$ cat config.mk
export PLATFORM = sky130hd
export DESIGN_NAME = fpr_tracker
export DESIGN_NICKNAME = d
export VERILOG_FILES = /design/src/rtl/core/fpr_pkg.sv /design/src/rtl/core/fpr_tracker.sv
export SDC_FILE = /design/constraint.sdc
export NUM_CORES = 1
export LEC_CHECK = 0
export BUFFER_PORTS_ARGS = -buffer_cell sky130_fd_sc_hd__buf_2
export CAP_MARGIN = 30
export CELL_PAD_IN_SITES_DETAIL_PLACEMENT = 1
export CELL_PAD_IN_SITES_GLOBAL_PLACEMENT = 2
export CORE_MARGIN = 8
export CORE_UTILIZATION = 24
export DETAILED_ROUTE_END_ITERATION = 10
export PLACE_DENSITY = 0.84
export SYNTH_ARGS = -nofsm -noshare
export SYNTH_HDL_FRONTEND = slang
export SYNTH_SLANG_ARGS = --single-unit
$ cat constraint.sdc
create_clock -name clock -period 5.6 [get_ports clock]
set_clock_uncertainty 0.05 [all_clocks]
set_input_delay 0.56 -clock clock [delete_from_list [all_inputs] [get_ports clock]]
set_output_delay 0.56 -clock clock [all_outputs]
set_load 0.02 [all_outputs]
$ cat src/rtl/core/fpr_pkg.sv
// Shared constants and types of the frame packet reassembler.
// No dependencies; imported by every fpr module.
package fpr_pkg;

   localparam int MAX_PACKETS   = 1024;
   localparam int PAYLOAD_BYTES = 1024;

   localparam int SEQ_W   = $clog2(MAX_PACKETS);
   localparam int CNT_W   = $clog2(MAX_PACKETS + 1);
   localparam int OFF_W   = $clog2(PAYLOAD_BYTES + 1);
   localparam int ADDR_W  = 20;
   localparam int EPOCH_W = 8;

   localparam logic [EPOCH_W-1:0] EPOCH_MAX = '1;
   localparam logic [SEQ_W-1:0]   MAP_LAST  = SEQ_W'(MAX_PACKETS - 1);

   typedef struct packed {
      logic [31:0] frame_id;
      logic [31:0] seq;
      logic [31:0] pkt_total;
      logic [31:0] image_width;
      logic [31:0] image_height;
      logic        packet_start;
      logic        has_payload;
      logic [7:0]  payload_byte;
   } item_type;

   typedef struct packed {
      logic              mem_write;
      logic [ADDR_W-1:0] mem_address;
      logic [7:0]        mem_data;
      logic              packet_accepted;
      logic              frame_closed;
      logic [31:0]       closed_frame_id;
      logic [31:0]       closed_width;
      logic [31:0]       closed_height;
      logic [CNT_W-1:0]  closed_received;
      logic [CNT_W-1:0]  closed_total;
      logic              frame_rejected;
   } result_type;

   // received-map write: entry tagged with the epoch of the open frame
   typedef struct packed {
      logic               en;
      logic [SEQ_W-1:0]   addr;
      logic [EPOCH_W-1:0] tag;
   } map_wr_type;

endpackage

$ cat src/rtl/core/fpr_tracker.sv
// Frame state and per-request decision logic: open/close/reject, dedupe, byte write.
// Depends on fpr_pkg.
module fpr_tracker
   import fpr_pkg::*;
(
   input  logic               clock,
   input  logic               reset,
   input  item_type           item,
   input  logic               item_valid,
   input  logic               step,
   input  logic [EPOCH_W-1:0] rd_tag,
   input  logic               fwd_hit,
   input  logic               clr_start,
   output result_type         result,
   output map_wr_type         map_wr,
   output logic               need_wrap
);

   logic               active_ff, active_in;
   logic [31:0]        frame_id_ff, frame_id_in;
   logic [CNT_W-1:0]   total_ff, total_in;
   logic [31:0]        width_ff, width_in;
   logic [31:0]        height_ff, height_in;
   logic [CNT_W-1:0]   count_ff, count_in;
   logic               accepting_ff, accepting_in;
   logic [SEQ_W-1:0]   cur_seq_ff, cur_seq_in;
   logic [OFF_W-1:0]   offset_ff, offset_in;
   logic [EPOCH_W-1:0] epoch_ff, epoch_in;

   logic               opening, reject, seen, in_range, accept, byte_wr;
   logic [CNT_W-1:0]   eff_total;

   always_comb begin
      opening   = item.packet_start && (!active_ff || item.frame_id != frame_id_ff);
      reject    = opening && (item.pkt_total > 32'(MAX_PACKETS));
      eff_total = opening ? item.pkt_total[CNT_W-1:0] : total_ff;
      seen      = !opening && (fwd_hit || rd_tag == epoch_ff);
      in_range  = (item.seq < 32'(eff_total)) && (item.seq < 32'(MAX_PACKETS));
      accept    = item.packet_start && !reject && in_range && !seen;
      need_wrap = item_valid && opening && !reject && epoch_ff == EPOCH_MAX;

      active_in    = active_ff;
      frame_id_in  = frame_id_ff;
      total_in     = total_ff;
      width_in     = width_ff;
      height_in    = height_ff;
      count_in     = count_ff;
      accepting_in = accepting_ff;
      cur_seq_in   = cur_seq_ff;
      offset_in    = offset_ff;
      epoch_in     = epoch_ff;
      result       = '0;

      if (item.packet_start) begin
         accepting_in = accept;
         offset_in    = '0;
         if (opening) begin
            if (active_ff) begin
               result.frame_closed    = 1'b1;
               result.closed_frame_id = frame_id_ff;
               result.closed_width    = width_ff;
               result.closed_height   = height_ff;
               result.closed_received = count_ff;
               result.closed_total    = total_ff;
            end
            count_in   = '0;
            cur_seq_in = '0;
            if (reject) begin
               result.frame_rejected = 1'b1;
               active_in   = 1'b0;
               frame_id_in = '0;
               total_in    = '0;
               width_in    = '0;
               height_in   = '0;
            end else begin
               active_in   = 1'b1;
               frame_id_in = item.frame_id;
               total_in    = eff_total;
               width_in    = item.image_width;
               height_in   = item.image_height;
               epoch_in    = epoch_ff + 1'b1;
            end
         end
         if (accept) begin
            count_in   = count_in + 1'b1;
            cur_seq_in = item.seq[SEQ_W-1:0];
            result.packet_accepted = 1'b1;
         end
      end

      byte_wr = item.has_payload && accepting_in && (offset_in < OFF_W'(PAYLOAD_BYTES));
      if (byte_wr) begin
         result.mem_write   = 1'b1;
         result.mem_address = ADDR_W'(32'(cur_seq_in) * PAYLOAD_BYTES + 32'(offset_in));
         result.mem_data    = item.payload_byte;
         offset_in          = offset_in + 1'b1;
      end

      map_wr.en   = step && accept;
      map_wr.addr = item.seq[SEQ_W-1:0];
      map_wr.tag  = epoch_in;
   end

   always_ff @(posedge clock) begin
      if (reset) begin
         active_ff    <= 1'b0;
         frame_id_ff  <= '0;
         total_ff     <= '0;
         width_ff     <= '0;
         height_ff    <= '0;
         count_ff     <= '0;
         accepting_ff <= 1'b0;
         cur_seq_ff   <= '0;
         offset_ff    <= '0;
         epoch_ff     <= '0;
      end else if (clr_start) begin
         epoch_ff <= '0;
      end else if (step) begin
         active_ff    <= active_in;
         frame_id_ff  <= frame_id_in;
         total_ff     <= total_in;
         width_ff     <= width_in;
         height_ff    <= height_in;
         count_ff     <= count_in;
         accepting_ff <= accepting_in;
         cur_seq_ff   <= cur_seq_in;
         offset_ff    <= offset_in;
         epoch_ff     <= epoch_in;
      end
   end

endmodule

==> results of run 1 <==
==> cell type report <==
type	count	area (um^2)	share of cell area (%)
inverter	12	50.05	0.4107
multi-input combinational	790	5415	44.44
clock buffer	18	439.2	3.604
sequential	149	3000	24.62
clock inverter	14	126.4	1.037
timing repair inverter	2	12.51	0.1027
tap	455	569.3	4.671
antenna	2	5.005	0.04107
timing repair buffer	434	2569	21.08
==> per-stage QoR <==
stage          cell area, um^2  hold slack [ps]  TNS [ps]  setup WS [ps]
2_1_floorplan             8682            386.1    -111.4         -60.62
3_3_place_gp             11040            417.7     -1450         -260.6
3_5_place_dp             11100            430.2     -2848         -421.2
4_1_cts                  11910            266.1     -1733         -269.9
5_1_grt                  12180            271.1     -5649         -405.5
6_report                 12190            297.8    -949.5         -202.1
==> metal layers <==
| layer | routed length [um] | up-vias | GRT usage, % |
|---|---|---|---|
| met2 | 19000 | 275 | 31.14 |
| met1 | 15870 | 4642 | 20.40 |
| li1 | - | 4511 | - |
| met5 | 83 | - | 0 |
| met3 | 3124 | 38 | 7.125 |
| met4 | 384 | 14 | 4.248 |
==> worst max-delay path, stage by stage, from the launching register on <==
cell and delay, ps:
dfxtp_4 370, xnor2_4 200, nand4_1 120, or4_4 590, o31a_4 320, buf_12 150, mux2i_4 190, ha_4 270
nand4_1 130, a21oi_1 150, or4b_4 490, o211ai_1 290, buf_4 170, nor4_1 60, or3b_1 510, and2_4 220
and4_1 170, o21a_2 210, buf_6 130
==> timing repair <==
action                                  4_1_cts  5_1_grt
hold buffers                                  0        0
endpoints found under the setup margin       29       29
gates cloned                                  1        1
resized for setup                            38       51
endpoints found under the hold margin         0        0
pin swaps                                    26       17
setup buffers                                13        7
==> cell usage in the layout (no fill, tap or decap), types with 8 or more instances in the layout <==
cell type and count:
buf_6 11, inv_1 9, nor3_1 12, xnor2_2 9, nand4_1 24, nor2b_1 8, buf_4 95, xor2_1 35
a21oi_1 31, xnor2_1 10, clkbuf_16 17, ha_1 13, dfxtp_1 141, nand3_1 32, and2_1 19, and3_1 132
nor4_1 26, nor2_1 138, buf_2 323, mux2i_1 10, nand2_1 56, a22oi_1 102
==> cell families after synthesis <==
| kind of cell | count (synthesis) | share of synthesized area, % |
|---|---|---|
| buffers and inverters | 110 | 5.604 |
| AOI/OAI and AO/OA | 197 | 16.83 |
| xor gates and xnor gates | 59 | 6.139 |
| DFF | 149 | 35.44 |
| adders and majority gates | 16 | 2.378 |
| muxes | 19 | 2.408 |
| and+or+nand+nor | 499 | 31.20 |
==> sequential cells by signal, summed over array words and instances (netlist names), 8 cells and up <==
signal / cells
cur_seq_ff: 10
count_ff: 11
width_ff: 32
offset_ff: 11
total_ff: 11
height_ff: 32
frame_id_ff: 32
epoch_ff: 8
==> path summary, 6_finish.rpt <==
path	start	endpoint
max	frame_id_ff[27]$_SDFFE_PP0P_	result[147]
min	item[21]	height_ff[11]$_SDFFE_PP0P_
max reg2reg	frame_id_ff[27]$_SDFFE_PP0P_	offset_ff[2]$_SDFFE_PP0P_
min reg2reg	total_ff[7]$_SDFFE_PP0P_	total_ff[7]$_SDFFE_PP0P_
==> power by group through the flow <==
stage / Combinational (mW) / Clock [mW] / Sequential, mW
2_1_floorplan: 0.107 / 0 / 1.09
3_3_place_gp: 0.236 / 0 / 1.09
3_5_place_dp: 0.244 / 0 / 1.09
4_1_cts: 0.254 / 1.18 / 1.06
5_1_grt: 0.283 / 1.22 / 1.06
6_report: 0.261 / 1.14 / 1.06
==> reports/results.ini, run 1 <==
[run_status]
status = finished with violations
violations = negative setup slack

[power_and_ir_drop]
p_int_mw = 1.793
clkPwrFrac_pct = 46.3
pwr-share-seq_pct = 43.1
power.share.combinational_pct = 10.6
power.switching_uw = 670.7
ir_drop_v = 0.0002006
leakagePower_nw = 5.718
power_mw = 2.464
power.density_nw_per_um2 = 202.2
swShare_pct = 27.22

[synth]
synth_edf_count = 0
avgSynthCellArea_um2 = 8.024
ys.flop_type = dfxtp_1
ys_top_cells_by_area = dfxtp_1, and3_1, a22oi_1, nor2_1, xor2_1
synth_top_cell_by_area = dfxtp_1
syn_nets = 1249
yosys_warnings = 0
synthesis.area_um2 = 8417
synth_common_cells = dfxtp_1, nor2_1, and3_1, a22oi_1, clkbuf_1
syn_inst = 1049
ys_seq_area_share_pct = 35.44
yosysUniqueCellTypes = 63
synthArstFlopShare_pct = 0
synth.ff_latch_count = 149
yosysMostFrequentCell = dfxtp_1
synthDominantCellAreaShare_pct = 35.44

[drt]
drt-wirelength-per-cell_um = 20.50
via_count = 9480
wl_um = 38470
drtIter0Drc = 428
ant_nets = 0
drc = 0
dr.pass1.iters = 4
avgViaCountPerCell = 5.053

[timing]
grt_setup_unrepaired = yes
finalSetupViolations = 8
fmax_mhz = 172.4
fin_ws_ps = -202.1
max_slew_margin_pct = 37.62
fin_crit_ps = 5802
drv_slew = 0
tightest_slew_ps = 935.8
hold_viol_final = 0
period_share_pct = 103.6

[floorplanning]
die_area_um2 = 41320
ios = 354
die_h_um = 203.3
die_x_um = 203.3
rows = 68
initial_core_util_pct = 24.37
core-area_um2 = 34540

[setup_path]
r2r_slack_ps = 390
worstPathArrival_ps = 5190
cp-start-kind = flip-flop
crit_fanout = 5
crit_type = reg -> out
required_ps = 4990
critPathCaptureType = output port
rr_worst_depth = 22

[place]
placed_cells = 1820
hpwl_um = 28270
portBuffers = 353
gp_congestion = 0.8075

[grt]
antenna_found_initial = 9
overflow = 0
track_usage_pct = 17.94
grt_max_degree = 88
grt_pass1_vias = 10270
grt_pass1_wl_um = 59310

[clock_network]
clockBufferDepth = 2
numCtsBuffers = 17
cts_tree = yes
clkTransAtPathRegs_ps = 70
htreeDepth = 4
clk_latency_ps = 440
clkSinkCount = 149
root_buffer = clkbuf_16

[worst_hold_path]
whs_path_depth = 3
hold_class = in -> reg

[final_layout]
nFillCells = 4186
layout-area-overhead-vs-synth_pct = 44.79
fin_nets = 1606
drive_above_1_share_pct = 39.25
instances_no_fill = 1876
final_util_pct = 35.28

[run]
max_cap_violations = 0

Note: power is estimated with default switching activity, not from simulation.
==> inputs of run 2 (changes only) <==
--- a/config.mk
+++ b/config.mk
@@ -7,12 +7,12 @@
 export LEC_CHECK = 0
 export BUFFER_PORTS_ARGS = -buffer_cell sky130_fd_sc_hd__buf_2
 export CAP_MARGIN = 30
-export CELL_PAD_IN_SITES_DETAIL_PLACEMENT = 1
-export CELL_PAD_IN_SITES_GLOBAL_PLACEMENT = 2
+export CELL_PAD_IN_SITES_DETAIL_PLACEMENT = 0
+export CELL_PAD_IN_SITES_GLOBAL_PLACEMENT = 1
 export CORE_MARGIN = 8
-export CORE_UTILIZATION = 24
+export CORE_UTILIZATION = 34
 export DETAILED_ROUTE_END_ITERATION = 10
-export PLACE_DENSITY = 0.84
+export PLACE_DENSITY = 0.87
 export SYNTH_ARGS = -nofsm -noshare
 export SYNTH_HDL_FRONTEND = slang
 export SYNTH_SLANG_ARGS = --single-unit
==> constraint.sdc (replaced) <==
create_clock -name clock -period 5.48 [get_ports clock]
set_clock_uncertainty 0.05 [all_clocks]
set_input_delay 0.548 -clock clock [delete_from_list [all_inputs] [get_ports clock]]
set_output_delay 0.548 -clock clock [all_outputs]
set_load 0.02 [all_outputs]
==> run 2 against run 1 <==
The run still ends with negative setup slack left. Via count shrank 1.7%. Sequential power is essentially flat. Total power grew 3.1%. Largest power group unchanged.
==> reports/results.ini, run 2 (synthesis gave the netlist of run 1 again) <==
[run_status]
status = finished with violations
violations = negative setup slack

[setup_path]
rr_worst_depth = 20  ; -9.1%
path_depth = 22  ; +4
critPathCaptureType = output port
cp_top_family = simple AND/OR/NAND/NOR gates
crit_fanout = 7  ; +2
crit_chain = xnor2_2 > buf_4 > nand4_1 > or4_4 > o31a_4 > buf_4 > mux2i_1 > ha_1 > nand3_2 > or4b_4 > o211ai_1 > nor3_2 > nand2_2 > and3_4 > a21oi_4 > inv_2 > ha_4 > ha_4 > nand2_4 > or3_4 > a21oi_4 > buf_6
worstPathArrival_ps = 5110  ; -80 ps
crit_buf_inv = 4  ; +1
slowest_delay_ps = 600  ; about the same
crit_path_top_delay_cell = or4_4
required_ps = 4880  ; -110 ps
cp-start-kind = flip-flop
crit_type = reg -> out

[clock_network]
numCtsBuffers = 17  ; unchanged
htreeDepth = 4  ; unchanged
clk_latency_ps = 430  ; about the same
clkSinkCount = 149  ; unchanged
clockBufferDepth = 2  ; unchanged
cts_tree = yes
clkTransAtPathRegs_ps = 80  ; about the same
root_buffer = clkbuf_16

[timing]
hold_viol_final = 0  ; unchanged
fmax_mhz = 175.2
tns_ps = -1312  ; -362.3 ps
grt_setup_unrepaired = yes
whs_ps = 296.5  ; -1.262 ps
max_slew_margin_pct = 31.14  ; -6.5 points
fin_crit_ps = 5708
period_share_pct = 104.2
finalSetupViolations = 8  ; unchanged
tightest_slew_ps = 1029  ; +93.41 ps
fin_ws_ps = -228.2  ; -26.15 ps
drv_slew = 0  ; unchanged

[run]
max_cap_violations = 0  ; unchanged

[drt]
drc = 0  ; unchanged
wl_um = 33400  ; -13%
dr.pass1.iters = 5  ; +1
ant_nets = 0  ; unchanged
drtIter0Drc = 591  ; +38%
avgViaCountPerCell = 5.390  ; +6.7%
via_count = 9319  ; -1.7%
drt-wirelength-per-cell_um = 19.32  ; -5.8%

[grt]
track_usage_pct = 21.28  ; +3.3 points
grt_pass1_vias = 9330  ; -9.1%
grt_max_degree = 121  ; +38%
overflow = 0  ; unchanged
antenna_found_initial = 1  ; -8
grt_pass1_wl_um = 52470  ; -12%

[final_layout]
layout-area-overhead-vs-synth_pct = 40.91
mostFrequentLayoutCell = buf_2
nFillCells = 2384  ; -43%
drive_above_1_share_pct = 38.18  ; -1.1 points
layout_common_cells = buf_2, dfxtp_1, nor2_1
final_util_pct = 48.77  ; +13 points
top_regs = frame_id_ff (32), height_ff (32), width_ff (32)
fin_nets = 1591  ; -0.93%

[power_and_ir_drop]
leakagePower_nw = 5.683  ; -0.63%
ir_drop_v = 0.0001703  ; -15%
power.density_nw_per_um2 = 214.2  ; +5.9%

[place]
portBuffers = 353  ; unchanged
hpwl_um = 23860  ; -16%
gp_congestion = 0.9010  ; +12%

[floorplanning]
die_h_um = 173.3  ; -15%
rows = 57  ; -16%
die_area_um2 = 30050  ; -27%
ios = 354  ; unchanged
core-area_um2 = 24320  ; -30%
die_x_um = 173.3  ; -15%
initial_core_util_pct = 34.61  ; +10 points

[worst_hold_path]
hold_class = in -> reg
whs_path_depth = 3  ; unchanged

==> run 2: changes by cell type in the layout (fill, tap and decap cells not counted), sizes merged <==
cell,before,now
diode,2,1
clkinv,5,6
buf,434,420
o31a,1,2
clkinvlp,6,0
inv,16,19
==> run 2: power by group <==
part / internal (mW) / switching [mW]
Sequential: 1.08 / 0.00138
Clock: 0.662 / 0.544
Combinational: 0.0994 / 0.151
==> run 2: repair_timing <==
item                                    CTS  global route
gates cloned                              1             0
endpoints found under the hold margin     0             0
endpoints found under the setup margin   28            29
hold buffers                              0             0
pin swaps                                17            21
gates resized for setup                  35            30
buffers inserted                          3             6
==> run 2: final timing paths <==
kind,endpoint,slack [ps],start
min,width_ff[1]$_SDFFE_PP0P_,300,item[43]
max reg2reg,offset_ff[2]$_SDFFE_PP0P_,720,frame_id_ff[13]$_SDFFE_PP0P_
max,result[145],-230,frame_id_ff[13]$_SDFFE_PP0P_
min reg2reg,total_ff[6]$_SDFFE_PP0P_,430,total_ff[6]$_SDFFE_PP0P_
==> run 2: worst reg2reg max path, cell delays in order, from the launching register on <==
cell and delay (ps):
dfxtp_2 360, xnor2_2 110, buf_4 130, nand4_1 80
or4_4 600, o31a_4 370, buf_4 160, mux2i_1 120
ha_1 330, nand3_2 80, or4b_4 570, o211ai_1 300
nor3_2 110, nand2_2 80, buf_4 160, a21o_1 200
inv_4 80, buf_4 140, buf_4 140, a2111oi_0 350
nand3b_1 160
==> run 2: per-stage QoR <==
stage                     total power, mW  cells  cell area [um^2]  setup WS (ps)
after floorplan                     1.219   1049              8693         -156.6
after detailed placement            1.350   1685             10900         -455.0
final                               2.540   1729             11860         -228.2
after global placement              1.347   1684             10870         -319.6
after global routing                2.634   1728             11860         -453.8
after CTS                           2.557   1721             11670         -259.6
==> run 2: final cells by class <==
cell class	count	area (um^2)	share of cell area, %
clock buffers	18	439.2	3.703
inverters	12	47.55	0.4009
diodes	1	2.502	0.02110
clock inverters	14	161.4	1.361
repair buffers	420	2397	20.21
multi-input cells	791	5413	45.64
flip-flops and latches	149	2994	25.25
well taps	324	405.4	3.418
==> run 2: per-layer routing <==
| layer | up-vias | part of all wire (%) | track usage [%] |
|---|---|---|---|
| li1 | 4492 | - | - |
| met1 | 4419 | 42 | 25.74 |
| met2 | 374 | 47 | 34.87 |
| met3 | 32 | 9.3 | 7.863 |
| met4 | 2 | 1.3 | 5.893 |
| met5 | - | 0.039 | 0 |
